[src/rtl/core/stbpl_pkg.sv]
`timescale 1ns / 1ps

package stbpl_pkg;

  localparam int unsigned MOTOR_STEPS    = 3200;
  localparam int unsigned ENCODER_COUNTS = 4000;
  localparam int unsigned MAX_BURST      = 8;

  localparam int unsigned POS_W   = 32;
  localparam int unsigned ERR_W   = POS_W + 1;
  localparam int unsigned CNT_W   = 16;
  localparam int unsigned STEPS_W = 8;
  localparam int unsigned FREQ_W  = 12;
  localparam int unsigned CFG_W   = 12;

  // Errors at or above this magnitude always give a full burst.
  localparam int unsigned MAG_CLAMP = MAX_BURST * ENCODER_COUNTS;
  localparam int unsigned MAGC_W    = $clog2(MAG_CLAMP + 1);
  localparam int unsigned PROD_W    = MAGC_W + 16;

  localparam int unsigned TIER_3000_ABOVE = 800;
  localparam int unsigned TIER_1800_ABOVE = 200;
  localparam int unsigned TIER_900_ABOVE  = 50;
  localparam int unsigned TIER_450_ABOVE  = 15;

  localparam logic [FREQ_W-1:0] FREQ_3000 = 12'd3000;
  localparam logic [FREQ_W-1:0] FREQ_1800 = 12'd1800;
  localparam logic [FREQ_W-1:0] FREQ_900  = 12'd900;
  localparam logic [FREQ_W-1:0] FREQ_450  = 12'd450;
  localparam logic [FREQ_W-1:0] FREQ_400  = 12'd400;

  typedef enum logic [2:0] {
    CMD_TICK        = 3'd0,
    CMD_SET_TARGET  = 3'd1,
    CMD_SET_ZERO    = 3'd2,
    CMD_STOP        = 3'd3,
    CMD_CLEAR_FAULT = 3'd4,
    CMD_FLIP        = 3'd5
  } cmd_e;

  typedef enum logic [1:0] {
    FAULT_NONE        = 2'd0,
    FAULT_NO_FEEDBACK = 2'd1,
    FAULT_DIRECTION   = 2'd2,
    FAULT_DRIVER      = 2'd3
  } fault_e;

  typedef enum logic [1:0] {
    SIGN_NONE = 2'd0,
    SIGN_POS  = 2'd1,
    SIGN_NEG  = 2'd2
  } sign_e;

  typedef enum logic [2:0] {
    CFG_TOLERANCE      = 3'd0,
    CFG_SETTLE         = 3'd1,
    CFG_NO_MOTION_LIM  = 3'd2,
    CFG_REVERSE_LIM    = 3'd3,
    CFG_MOVE_CONFIRM   = 3'd4,
    CFG_REVERSE_CONF   = 3'd5,
    CFG_POSITIVE_LEVEL = 3'd6
  } cfg_idx_e;

  typedef struct packed {
    logic [7:0]  tolerance_counts;
    logic [3:0]  settle_ticks;
    logic [11:0] no_motion_step_limit;
    logic [11:0] reverse_step_limit;
    logic [7:0]  move_confirm_counts;
    logic [7:0]  reverse_confirm_counts;
    logic        positive_level_default;
  } cfg_t;

  typedef struct packed {
    logic              driver_error;
    logic              pulse_busy;
    logic [POS_W-1:0]  target_position;
    logic [POS_W-1:0]  position;
    cmd_e              command;
  } item_t;

  typedef struct packed {
    logic               accepted;
    logic [1:0]         fault_code;
    logic               loop_active;
    logic               reached;
    logic               encoder_zero;
    logic               halt;
    logic [FREQ_W-1:0]  burst_frequency;
    logic [STEPS_W-1:0] burst_steps;
    logic               burst_direction;
    logic               burst_start;
  } result_t;

endpackage

[src/rtl/core/stbpl_cfg_regs.sv]
`timescale 1ns / 1ps

module stbpl_cfg_regs (
  input  logic                       clk_i,
  input  logic                       rst_ni,
  input  logic                       cfg_write_i,
  input  logic [2:0]                 cfg_index_i,
  input  logic [stbpl_pkg::CFG_W-1:0] cfg_data_i,
  output stbpl_pkg::cfg_t            cfg_o
);

  stbpl_pkg::cfg_t cfg_q, cfg_d;

  always_comb begin
    cfg_d = cfg_q;
    if (cfg_write_i) begin
      unique case (stbpl_pkg::cfg_idx_e'(cfg_index_i))
        stbpl_pkg::CFG_TOLERANCE:      cfg_d.tolerance_counts       = cfg_data_i[7:0];
        stbpl_pkg::CFG_SETTLE:         cfg_d.settle_ticks           = cfg_data_i[3:0];
        stbpl_pkg::CFG_NO_MOTION_LIM:  cfg_d.no_motion_step_limit   = cfg_data_i[11:0];
        stbpl_pkg::CFG_REVERSE_LIM:    cfg_d.reverse_step_limit     = cfg_data_i[11:0];
        stbpl_pkg::CFG_MOVE_CONFIRM:   cfg_d.move_confirm_counts    = cfg_data_i[7:0];
        stbpl_pkg::CFG_REVERSE_CONF:   cfg_d.reverse_confirm_counts = cfg_data_i[7:0];
        stbpl_pkg::CFG_POSITIVE_LEVEL: cfg_d.positive_level_default = cfg_data_i[0];
        default: ;
      endcase
    end
  end

  always_ff @(posedge clk_i or negedge rst_ni) begin
    if (!rst_ni) begin
      cfg_q.tolerance_counts       <= 8'd2;
      cfg_q.settle_ticks           <= 4'd3;
      cfg_q.no_motion_step_limit   <= 12'd64;
      cfg_q.reverse_step_limit     <= 12'd64;
      cfg_q.move_confirm_counts    <= 8'd2;
      cfg_q.reverse_confirm_counts <= 8'd3;
      cfg_q.positive_level_default <= 1'b0;
    end else begin
      cfg_q <= cfg_d;
    end
  end

  assign cfg_o = cfg_q;

endmodule

[src/rtl/core/stbpl_in_stage.sv]
`timescale 1ns / 1ps

module stbpl_in_stage (
  input  logic              clk_i,
  input  logic              rst_ni,
  input  logic              in_valid_i,
  output logic              in_ready_o,
  input  stbpl_pkg::item_t  in_item_i,
  output logic              item_valid_o,
  input  logic              item_take_i,
  output stbpl_pkg::item_t  item_o
);

  logic             valid_q, valid_d;
  stbpl_pkg::item_t item_q;
  logic             load;

  assign in_ready_o = !valid_q || item_take_i;
  assign load       = in_valid_i && in_ready_o;

  always_comb begin
    valid_d = valid_q;
    if (load) begin
      valid_d = 1'b1;
    end else if (item_take_i) begin
      valid_d = 1'b0;
    end
  end

  always_ff @(posedge clk_i or negedge rst_ni) begin
    if (!rst_ni) begin
      valid_q <= 1'b0;
    end else begin
      valid_q <= valid_d;
    end
  end

  always_ff @(posedge clk_i) begin
    if (load) begin
      item_q <= in_item_i;
    end
  end

  assign item_valid_o = valid_q;
  assign item_o       = item_q;

endmodule

[src/rtl/core/stbpl_loop.sv]
`timescale 1ns / 1ps

module stbpl_loop (
  input  logic               clk_i,
  input  logic               rst_ni,
  input  logic               fire_i,
  input  stbpl_pkg::item_t   item_i,
  input  stbpl_pkg::cfg_t    cfg_i,
  output stbpl_pkg::result_t result_o
);

  localparam int unsigned EW = stbpl_pkg::ERR_W;
  localparam int unsigned CW = stbpl_pkg::CNT_W;

  logic [stbpl_pkg::POS_W-1:0] target_q, target_d;
  logic [stbpl_pkg::POS_W-1:0] origin_q, origin_d;
  logic                        active_q, active_d;
  logic                        reached_q, reached_d;
  stbpl_pkg::fault_e           fault_q, fault_d;
  logic [3:0]                  settle_q, settle_d;
  logic                        pending_q, pending_d;
  stbpl_pkg::sign_e            sign_q, sign_d;
  logic [CW-1:0]               unc_q, unc_d;
  logic [CW-1:0]               rev_q, rev_d;
  logic                        inv_q, inv_d;

  logic signed [EW-1:0]            err;
  logic signed [EW-1:0]            mv;
  logic signed [EW-1:0]            mc_s;
  logic signed [EW-1:0]            rc_s;
  logic [EW-1:0]                   mag;
  logic [stbpl_pkg::MAGC_W-1:0]    mag_c;
  logic [stbpl_pkg::PROD_W-1:0]    prod;
  logic [stbpl_pkg::STEPS_W-1:0]   steps;
  logic [stbpl_pkg::FREQ_W-1:0]    freq;
  logic                            confirm;
  logic                            reverse;
  logic                            in_tol;
  logic                            lvl;
  stbpl_pkg::sign_e                err_sign;
  logic [CW:0]                     rev_sum;
  logic [CW:0]                     unc_sum;
  logic [CW-1:0]                   unc_base;

  assign err  = $signed({target_q[31], target_q}) - $signed({item_i.position[31], item_i.position});
  assign mv   = $signed({item_i.position[31], item_i.position}) - $signed({origin_q[31], origin_q});
  assign mc_s = $signed({{(EW-8){1'b0}}, cfg_i.move_confirm_counts});
  assign rc_s = $signed({{(EW-8){1'b0}}, cfg_i.reverse_confirm_counts});
  assign mag  = err[EW-1] ? EW'(-err) : EW'(err);

  assign mag_c = (mag > EW'(stbpl_pkg::MAG_CLAMP)) ?
                 stbpl_pkg::MAGC_W'(stbpl_pkg::MAG_CLAMP) : mag[stbpl_pkg::MAGC_W-1:0];
  assign prod  = stbpl_pkg::PROD_W'(mag_c) * stbpl_pkg::PROD_W'(stbpl_pkg::MOTOR_STEPS);

  always_comb begin
    steps = stbpl_pkg::STEPS_W'(1);
    for (int k = 1; k < stbpl_pkg::MAX_BURST; k++) begin
      if (prod > stbpl_pkg::PROD_W'(k) * stbpl_pkg::PROD_W'(stbpl_pkg::ENCODER_COUNTS)) begin
        steps = steps + stbpl_pkg::STEPS_W'(1);
      end
    end
  end

  always_comb begin
    if (mag > EW'(stbpl_pkg::TIER_3000_ABOVE)) begin
      freq = stbpl_pkg::FREQ_3000;
    end else if (mag > EW'(stbpl_pkg::TIER_1800_ABOVE)) begin
      freq = stbpl_pkg::FREQ_1800;
    end else if (mag > EW'(stbpl_pkg::TIER_900_ABOVE)) begin
      freq = stbpl_pkg::FREQ_900;
    end else if (mag > EW'(stbpl_pkg::TIER_450_ABOVE)) begin
      freq = stbpl_pkg::FREQ_450;
    end else begin
      freq = stbpl_pkg::FREQ_400;
    end
  end

  assign confirm  = (sign_q == stbpl_pkg::SIGN_POS && mv >= mc_s) ||
                    (sign_q == stbpl_pkg::SIGN_NEG && mv <= -mc_s);
  assign reverse  = (sign_q == stbpl_pkg::SIGN_POS && mv <= -rc_s) ||
                    (sign_q == stbpl_pkg::SIGN_NEG && mv >= rc_s);
  assign in_tol   = mag <= EW'(cfg_i.tolerance_counts);
  assign lvl      = cfg_i.positive_level_default ^ inv_q;
  assign err_sign = (!err[EW-1] && err != '0) ? stbpl_pkg::SIGN_POS : stbpl_pkg::SIGN_NEG;
  assign rev_sum  = {1'b0, rev_q} + {1'b0, unc_q};

  always_comb begin
    target_d  = target_q;
    origin_d  = origin_q;
    active_d  = active_q;
    reached_d = reached_q;
    fault_d   = fault_q;
    settle_d  = settle_q;
    pending_d = pending_q;
    sign_d    = sign_q;
    unc_d     = unc_q;
    rev_d     = rev_q;
    inv_d     = inv_q;
    unc_base  = '0;
    unc_sum   = '0;
    result_o  = '0;
    result_o.accepted = 1'b1;

    case (item_i.command)
      stbpl_pkg::CMD_TICK: begin
        if (!item_i.pulse_busy) begin
          if (pending_q) begin
            pending_d = 1'b0;
            if (confirm) begin
              unc_d = '0;
              rev_d = '0;
            end else if (reverse) begin
              rev_d  = rev_sum[CW] ? {CW{1'b1}} : rev_sum[CW-1:0];
              unc_d  = '0;
              sign_d = stbpl_pkg::SIGN_NONE;
              if (rev_d >= CW'(cfg_i.reverse_step_limit)) begin
                fault_d   = stbpl_pkg::FAULT_DIRECTION;
                active_d  = 1'b0;
                reached_d = 1'b0;
                unc_d     = '0;
                rev_d     = '0;
                result_o.halt = 1'b1;
              end
            end else if (unc_q >= CW'(cfg_i.no_motion_step_limit)) begin
              fault_d   = stbpl_pkg::FAULT_NO_FEEDBACK;
              active_d  = 1'b0;
              reached_d = 1'b0;
              unc_d     = '0;
              rev_d     = '0;
              result_o.halt = 1'b1;
            end
          end
          if (active_d && fault_d == stbpl_pkg::FAULT_NONE) begin
            if (in_tol) begin
              if (settle_q < cfg_i.settle_ticks) begin
                settle_d = settle_q + 4'd1;
              end
              if (settle_d >= cfg_i.settle_ticks) begin
                reached_d = 1'b1;
              end
            end else begin
              settle_d  = '0;
              reached_d = 1'b0;
              if (item_i.driver_error) begin
                fault_d   = stbpl_pkg::FAULT_DRIVER;
                active_d  = 1'b0;
                pending_d = 1'b0;
                unc_d     = '0;
                rev_d     = '0;
                result_o.halt = 1'b1;
              end else begin
                result_o.burst_start     = 1'b1;
                result_o.burst_direction = (err_sign == stbpl_pkg::SIGN_POS) ? lvl : !lvl;
                result_o.burst_steps     = steps;
                result_o.burst_frequency = freq;
                if (unc_d == '0 || sign_d != err_sign) begin
                  origin_d = item_i.position;
                  sign_d   = err_sign;
                  unc_base = '0;
                end else begin
                  unc_base = unc_d;
                end
                unc_sum   = {1'b0, unc_base} + (CW + 1)'(steps);
                unc_d     = unc_sum[CW] ? {CW{1'b1}} : unc_sum[CW-1:0];
                pending_d = 1'b1;
              end
            end
          end
        end
      end
      stbpl_pkg::CMD_SET_TARGET: begin
        if (fault_q != stbpl_pkg::FAULT_NONE) begin
          result_o.accepted = 1'b0;
        end else begin
          target_d  = item_i.target_position;
          active_d  = 1'b1;
          reached_d = 1'b0;
          settle_d  = '0;
        end
      end
      stbpl_pkg::CMD_SET_ZERO: begin
        result_o.halt         = 1'b1;
        result_o.encoder_zero = 1'b1;
        target_d  = '0;
        active_d  = 1'b0;
        reached_d = 1'b1;
        fault_d   = stbpl_pkg::FAULT_NONE;
        pending_d = 1'b0;
        unc_d     = '0;
        rev_d     = '0;
      end
      stbpl_pkg::CMD_STOP: begin
        result_o.halt = 1'b1;
        active_d  = 1'b0;
        reached_d = 1'b0;
        pending_d = 1'b0;
        unc_d     = '0;
        rev_d     = '0;
      end
      stbpl_pkg::CMD_CLEAR_FAULT: begin
        result_o.halt = 1'b1;
        target_d  = item_i.position;
        active_d  = 1'b0;
        reached_d = 1'b1;
        fault_d   = stbpl_pkg::FAULT_NONE;
        pending_d = 1'b0;
        unc_d     = '0;
        rev_d     = '0;
      end
      stbpl_pkg::CMD_FLIP: begin
        if (item_i.pulse_busy) begin
          result_o.accepted = 1'b0;
        end else begin
          inv_d = !inv_q;
          rev_d = '0;
        end
      end
      default: begin
        result_o.accepted = 1'b0;
      end
    endcase

    result_o.reached     = reached_d;
    result_o.loop_active = active_d;
    result_o.fault_code  = fault_d;
  end

  always_ff @(posedge clk_i or negedge rst_ni) begin
    if (!rst_ni) begin
      target_q  <= '0;
      origin_q  <= '0;
      active_q  <= 1'b0;
      reached_q <= 1'b1;
      fault_q   <= stbpl_pkg::FAULT_NONE;
      settle_q  <= '0;
      pending_q <= 1'b0;
      sign_q    <= stbpl_pkg::SIGN_NONE;
      unc_q     <= '0;
      rev_q     <= '0;
      inv_q     <= 1'b0;
    end else if (fire_i) begin
      target_q  <= target_d;
      origin_q  <= origin_d;
      active_q  <= active_d;
      reached_q <= reached_d;
      fault_q   <= fault_d;
      settle_q  <= settle_d;
      pending_q <= pending_d;
      sign_q    <= sign_d;
      unc_q     <= unc_d;
      rev_q     <= rev_d;
      inv_q     <= inv_d;
    end
  end

  a_fault_stops_loop : assert property (@(posedge clk_i) disable iff (!rst_ni)
    fault_q != stbpl_pkg::FAULT_NONE |-> !active_q)
    else $error("loop active while a fault is held");

  a_pending_has_sign : assert property (@(posedge clk_i) disable iff (!rst_ni)
    pending_q |-> sign_q != stbpl_pkg::SIGN_NONE)
    else $error("motion check pending without an expected direction");

  a_unconfirmed_has_sign : assert property (@(posedge clk_i) disable iff (!rst_ni)
    unc_q != '0 |-> sign_q != stbpl_pkg::SIGN_NONE)
    else $error("unconfirmed steps held without an expected direction");

  a_burst_in_range : assert property (@(posedge clk_i) disable iff (!rst_ni)
    fire_i && result_o.burst_start |->
      result_o.burst_steps != '0 &&
      result_o.burst_steps <= stbpl_pkg::STEPS_W'(stbpl_pkg::MAX_BURST) &&
      result_o.burst_frequency != '0)
    else $error("burst issued with an out-of-range step count or rate");

endmodule

[src/rtl/core/stepper_burst_position_loop_core.sv]
`timescale 1ns / 1ps

// Single-axis stepper position loop. One command is taken per clock cycle on the slave stream
// and its result leaves on the master stream through the input register, then the result
// register; the whole loop update sits in one combinational pass between the two, so a new
// transfer is accepted every cycle while the result register is free or being drained. The
// configuration channel is always ready and should be written only while the loop is idle.

module stepper_burst_position_loop_core (
  input  logic        clk_i,
  input  logic        rst_ni,
  input  logic        s_axis_tvalid,
  output logic        s_axis_tready,
  input  logic [71:0] s_axis_tdata,   // position[31:0], target_position, pulse_busy,
                                      // driver_error, zero padding
  input  logic [2:0]  s_axis_tuser,   // command
  output logic        m_axis_tvalid,
  input  logic        m_axis_tready,
  output logic [31:0] m_axis_tdata,   // burst_start, burst_direction, burst_steps,
                                      // burst_frequency, halt, encoder_zero, reached,
                                      // loop_active, fault_code, accepted, zero padding
  input  logic        cfg_valid_i,
  output logic        cfg_ready_o,
  input  logic [2:0]  cfg_index_i,
  input  logic [11:0] cfg_data_i
);

  stbpl_pkg::item_t   in_item;
  stbpl_pkg::item_t   stage_item;
  stbpl_pkg::cfg_t    cfg;
  stbpl_pkg::result_t result;
  stbpl_pkg::result_t result_q;
  logic               stage_valid;
  logic               fire;
  logic               out_valid_q, out_valid_d;

  assign in_item.command         = stbpl_pkg::cmd_e'(s_axis_tuser);
  assign in_item.position        = s_axis_tdata[31:0];
  assign in_item.target_position = s_axis_tdata[63:32];
  assign in_item.pulse_busy      = s_axis_tdata[64];
  assign in_item.driver_error    = s_axis_tdata[65];

  assign cfg_ready_o = 1'b1;

  stbpl_cfg_regs u_cfg (
    .clk_i       (clk_i),
    .rst_ni      (rst_ni),
    .cfg_write_i (cfg_valid_i && cfg_ready_o),
    .cfg_index_i (cfg_index_i),
    .cfg_data_i  (cfg_data_i),
    .cfg_o       (cfg)
  );

  stbpl_in_stage u_in (
    .clk_i        (clk_i),
    .rst_ni       (rst_ni),
    .in_valid_i   (s_axis_tvalid),
    .in_ready_o   (s_axis_tready),
    .in_item_i    (in_item),
    .item_valid_o (stage_valid),
    .item_take_i  (fire),
    .item_o       (stage_item)
  );

  assign fire = stage_valid && (!out_valid_q || m_axis_tready);

  stbpl_loop u_loop (
    .clk_i    (clk_i),
    .rst_ni   (rst_ni),
    .fire_i   (fire),
    .item_i   (stage_item),
    .cfg_i    (cfg),
    .result_o (result)
  );

  always_comb begin
    out_valid_d = out_valid_q;
    if (fire) begin
      out_valid_d = 1'b1;
    end else if (m_axis_tready) begin
      out_valid_d = 1'b0;
    end
  end

  always_ff @(posedge clk_i or negedge rst_ni) begin
    if (!rst_ni) begin
      out_valid_q <= 1'b0;
    end else begin
      out_valid_q <= out_valid_d;
    end
  end

  always_ff @(posedge clk_i) begin
    if (fire) begin
      result_q <= result;
    end
  end

  assign m_axis_tvalid = out_valid_q;
  assign m_axis_tdata  = {3'b000, result_q};

endmodule
[config.mk]
export PLATFORM = sky130hd
export DESIGN_NAME = stepper_burst_position_loop_core
export DESIGN_NICKNAME = d
export VERILOG_FILES = /design/src/rtl/core/stbpl_pkg.sv /design/src/rtl/core/stbpl_cfg_regs.sv /design/src/rtl/core/stbpl_in_stage.sv /design/src/rtl/core/stbpl_loop.sv /design/src/rtl/core/stepper_burst_position_loop_core.sv
export SDC_FILE = /design/constraint.sdc
export NUM_CORES = 1
export LEC_CHECK = 0
export BUFFER_PORTS_ARGS = -buffer_cell sky130_fd_sc_hd__buf_2
export CAP_MARGIN = 15
export CORE_UTILIZATION = 44
export CTS_BUF_LIST = sky130_fd_sc_hd__clkbuf_4
export DETAILED_ROUTE_END_ITERATION = 8
export PLACE_DENSITY_LB_ADDON = 0.12
export SETUP_SLACK_MARGIN = 0.02
export SYNTH_ARGS = -nofsm -noshare
export SYNTH_HDL_FRONTEND = slang
export SYNTH_SLANG_ARGS = --single-unit
[constraint.sdc]
create_clock -name clk_i -period 17.35 [get_ports clk_i]
set_clock_uncertainty 0.2 [all_clocks]
set_input_delay 2.6025 -clock clk_i [delete_from_list [all_inputs] [get_ports clk_i]]
set_output_delay 2.6025 -clock clk_i [all_outputs]
set_load 0.05 [all_outputs]
==> results.tsv <==
metric	value	unit
min-delay-start	u_loop.origin_q[10]	
rsz0062_at_grt	no	
ys_seq_area_share	32.1	%
first_pass_iters	5	
initial_core_util	44.8	%
grt_usage	25.1	%
cts.clk_slew.worst_paths	70	ps
io_pins	130	
cpMostUsedCell	ha_1	
crit_start	u_in.item_o[3]	
power	2.77	mW
die_area	49800	um2
synth_cells	2449	
die_h	223	um
wl_per_cell	18.7	um
hold_class	flop to flop	
ys_ff_latch	257	
tightest_slew	1010	ps
cp_slowest_cell	a2111oi_0	
fp.dieW	223	um
gp_congestion	0.934	
grt_max_degree	93	
coreArea	48000	um2
setup_viol	0	
drt-total-wl	61400	um
cts_resized	0	
cp_max_fo	15	
drv_cap	0	
h-tree-depth	3	
antenna_left	0	
relSlewSlack	32.5	%
vias_per_cell	5.73	
worstPathRequired	17850	ps
dp_hpwl	48200	um
fin_tns_setup	0	ps
status	complete, no violations	
insertion_delay	820	ps
netlist_area	21500	um2
startpoint_type	flop	
min_period	15750	ps
hold_viol_final	0	
worstSetupEndpointType	flop	
drive_gt1_share	13.3	%
clk_path_buf_depth	3	
drc_errors	0	
clock_sinks	257	
fmax	63.5	MHz
cts_tree	built	
synth-edff-count	94	
nets	2978	
final_cell_mix	269 x ha_1, 213 x inv_1, 207 x nand2_1	
fin_crit_sh	90.8	%
grt-ovfl-total	0	
power.density	116	nW/um2
drt_iter0_drc	1321	
yosysWarnings	0	
syn_area_per_cell	8.79	um2
synth_flop_cell	dfrtp_1	
vias	18804	
numPortBuffers	117	
cp_num_buf_inv	1	
cp.arrival	16260	ps
mostFrequentLayoutCell	ha_1	
hold_buffers	0	
antenna_found_initial	4	
synth_cell_type_count	100	
grt_pass1_wl	99900	um
path_delay_family	compound AO/OA/AOI/OAI gates	
first_global_vias	18632	
vdd.ir_drop.worst	0.0602	mV
leakage	11.0	nW
synthArstFlopShare	63.4	%
crit_type	flop to flop	
rows	80	
area_delta_synth_final	10.9	%
r2r_slack	1600	ps
slowest_delay	680	ps
cts_made_buffers	76	
cts_root_buffer	clkbuf_4	
r2r_start	u_in.item_o[3]	
cts_setup_buffers	0	
maxSlewViolCount	0	
==> synth_stat cells (14+ instances only) <==
cell      number  area (um2)
and2_1        30         188
o21a_1        31         233
nor2_1       188         706
a22o_1        15         131
a211oi_1      18         135
o21ai_0      172         861
nor2b_1       32         200
nor4_1        35         219
and3_1        16         100
or3_1         17         106
clkbuf_1      45         169
o31ai_1       14         105
nor3b_1       19         143
o211ai_1      17         128
edfxtp_1      94        2820
fa_1          15         300
xnor2_1       62         543
nor3_1        47         235
nand4_1       49         307
nand3_1       49         245
xor2_1        31         272
o21bai_1      17         128
ha_1         269        3370
dfrtp_1      154        3850
or2_2         14        87.6
a21o_1        78         586
a22oi_1       34         255
a21boi_0      17         128
a31oi_1       22         138
nand2_1      207         777
inv_1        213         800
nand2b_1      27         169
mux2_2        31         349
a21oi_1      174         871
==> state kept, by name, indices dropped and copies added, names as in the netlist <==
register / cells
u_cfg.cfg_o: 53
u_loop.reached_q: 1
u_loop.fault_q: 2
m_axis_tdata: 25
m_axis_tvalid: 1
u_loop.unc_q: 16
u_loop.pending_q: 1
u_loop.inv_q: 1
u_in.item_o: 69
u_in.item_valid_o: 1
u_loop.sign_q: 2
u_loop.target_q: 32
u_loop.active_q: 1
u_loop.rev_q: 16
u_loop.origin_q: 32
u_loop.settle_q: 4
==> power breakdown <==
part           total, mW  internal [mW]  leakage (nW)  switching [mW]
Combinational       1.33          0.486          7.41           0.844
Sequential         0.781          0.721          2.96          0.0597
Clock              0.662          0.378         0.645           0.284
Total               2.77           1.59          11.0            1.19
==> layer usage <==
metal | up-vias | track usage, % | part of all wire, %
li1 | 9273 | - | -
met2 | 495 | 40.1 | 45
met3 | 90 | 4.19 | 4.8
met1 | 8946 | 34.9 | 48
met5 | - | 0 | 0
met4 | 0 | 7.23 | 2.4
==> worst paths after layout <==
path / end / depth (start not counted)
max reg2reg: u_loop.unc_q[10] / 52
min in group asynchronous: u_cfg.cfg_o[16] / 1
max in group asynchronous: u_loop.origin_q[5] / 2
min: u_loop.origin_q[10] / 2
max: u_loop.unc_q[10] / 52
min reg2reg: u_loop.origin_q[10] / 2
==> worst register-to-register path, delay by kind of cell, from the launching register on <==
kind	cells	cell delay (ps)
flops	1	430
mux	1	180
compound gates	21	5250
simple gates	16	4900
xor+xnor	2	450
fa+ha+maj	11	4170
buf+inv	1	70
==> final cells by class <==
class,count,area (um2)
Inverter,213,800
Fill cell,4648,24200
Antenna cell,4,10.0
Sequential cell,257,6910
Multi-Input combinational cell,1915,13500
Clock inverter,26,241
Tap cell,615,769
Timing Repair Buffer,136,747
Clock buffer,115,863
==> metrics by stage <==
step	cell area, um2	cells	utilization (%)	setup WS [ps]	hold WS (ps)
global route	23900	3281	49.7	220	313
CTS	23900	3276	49.6	1630	286
finish	23900	3281	49.7	1600	281
global placement	22700	3134	47.3	1930	264
detailed placement	22700	3135	47.3	1660	271
floorplan	21600	2457	-	4600	250
==> kinds of logic (layout without fill, tap and decap cells) <==
kind of cell	Yosys count	count (layout)	share of synthesized area [%]
simple gates	772	772	18.1
compound gates	713	713	21.5
buf+inv	285	490	5.28
fa+ha+maj	284	284	17.0
flops	257	257	32.1
xor+xnor	94	94	3.86
mux	42	42	2.13
other cells	2	14	0.0349
Note: power is estimated with default switching activity, not from simulation.
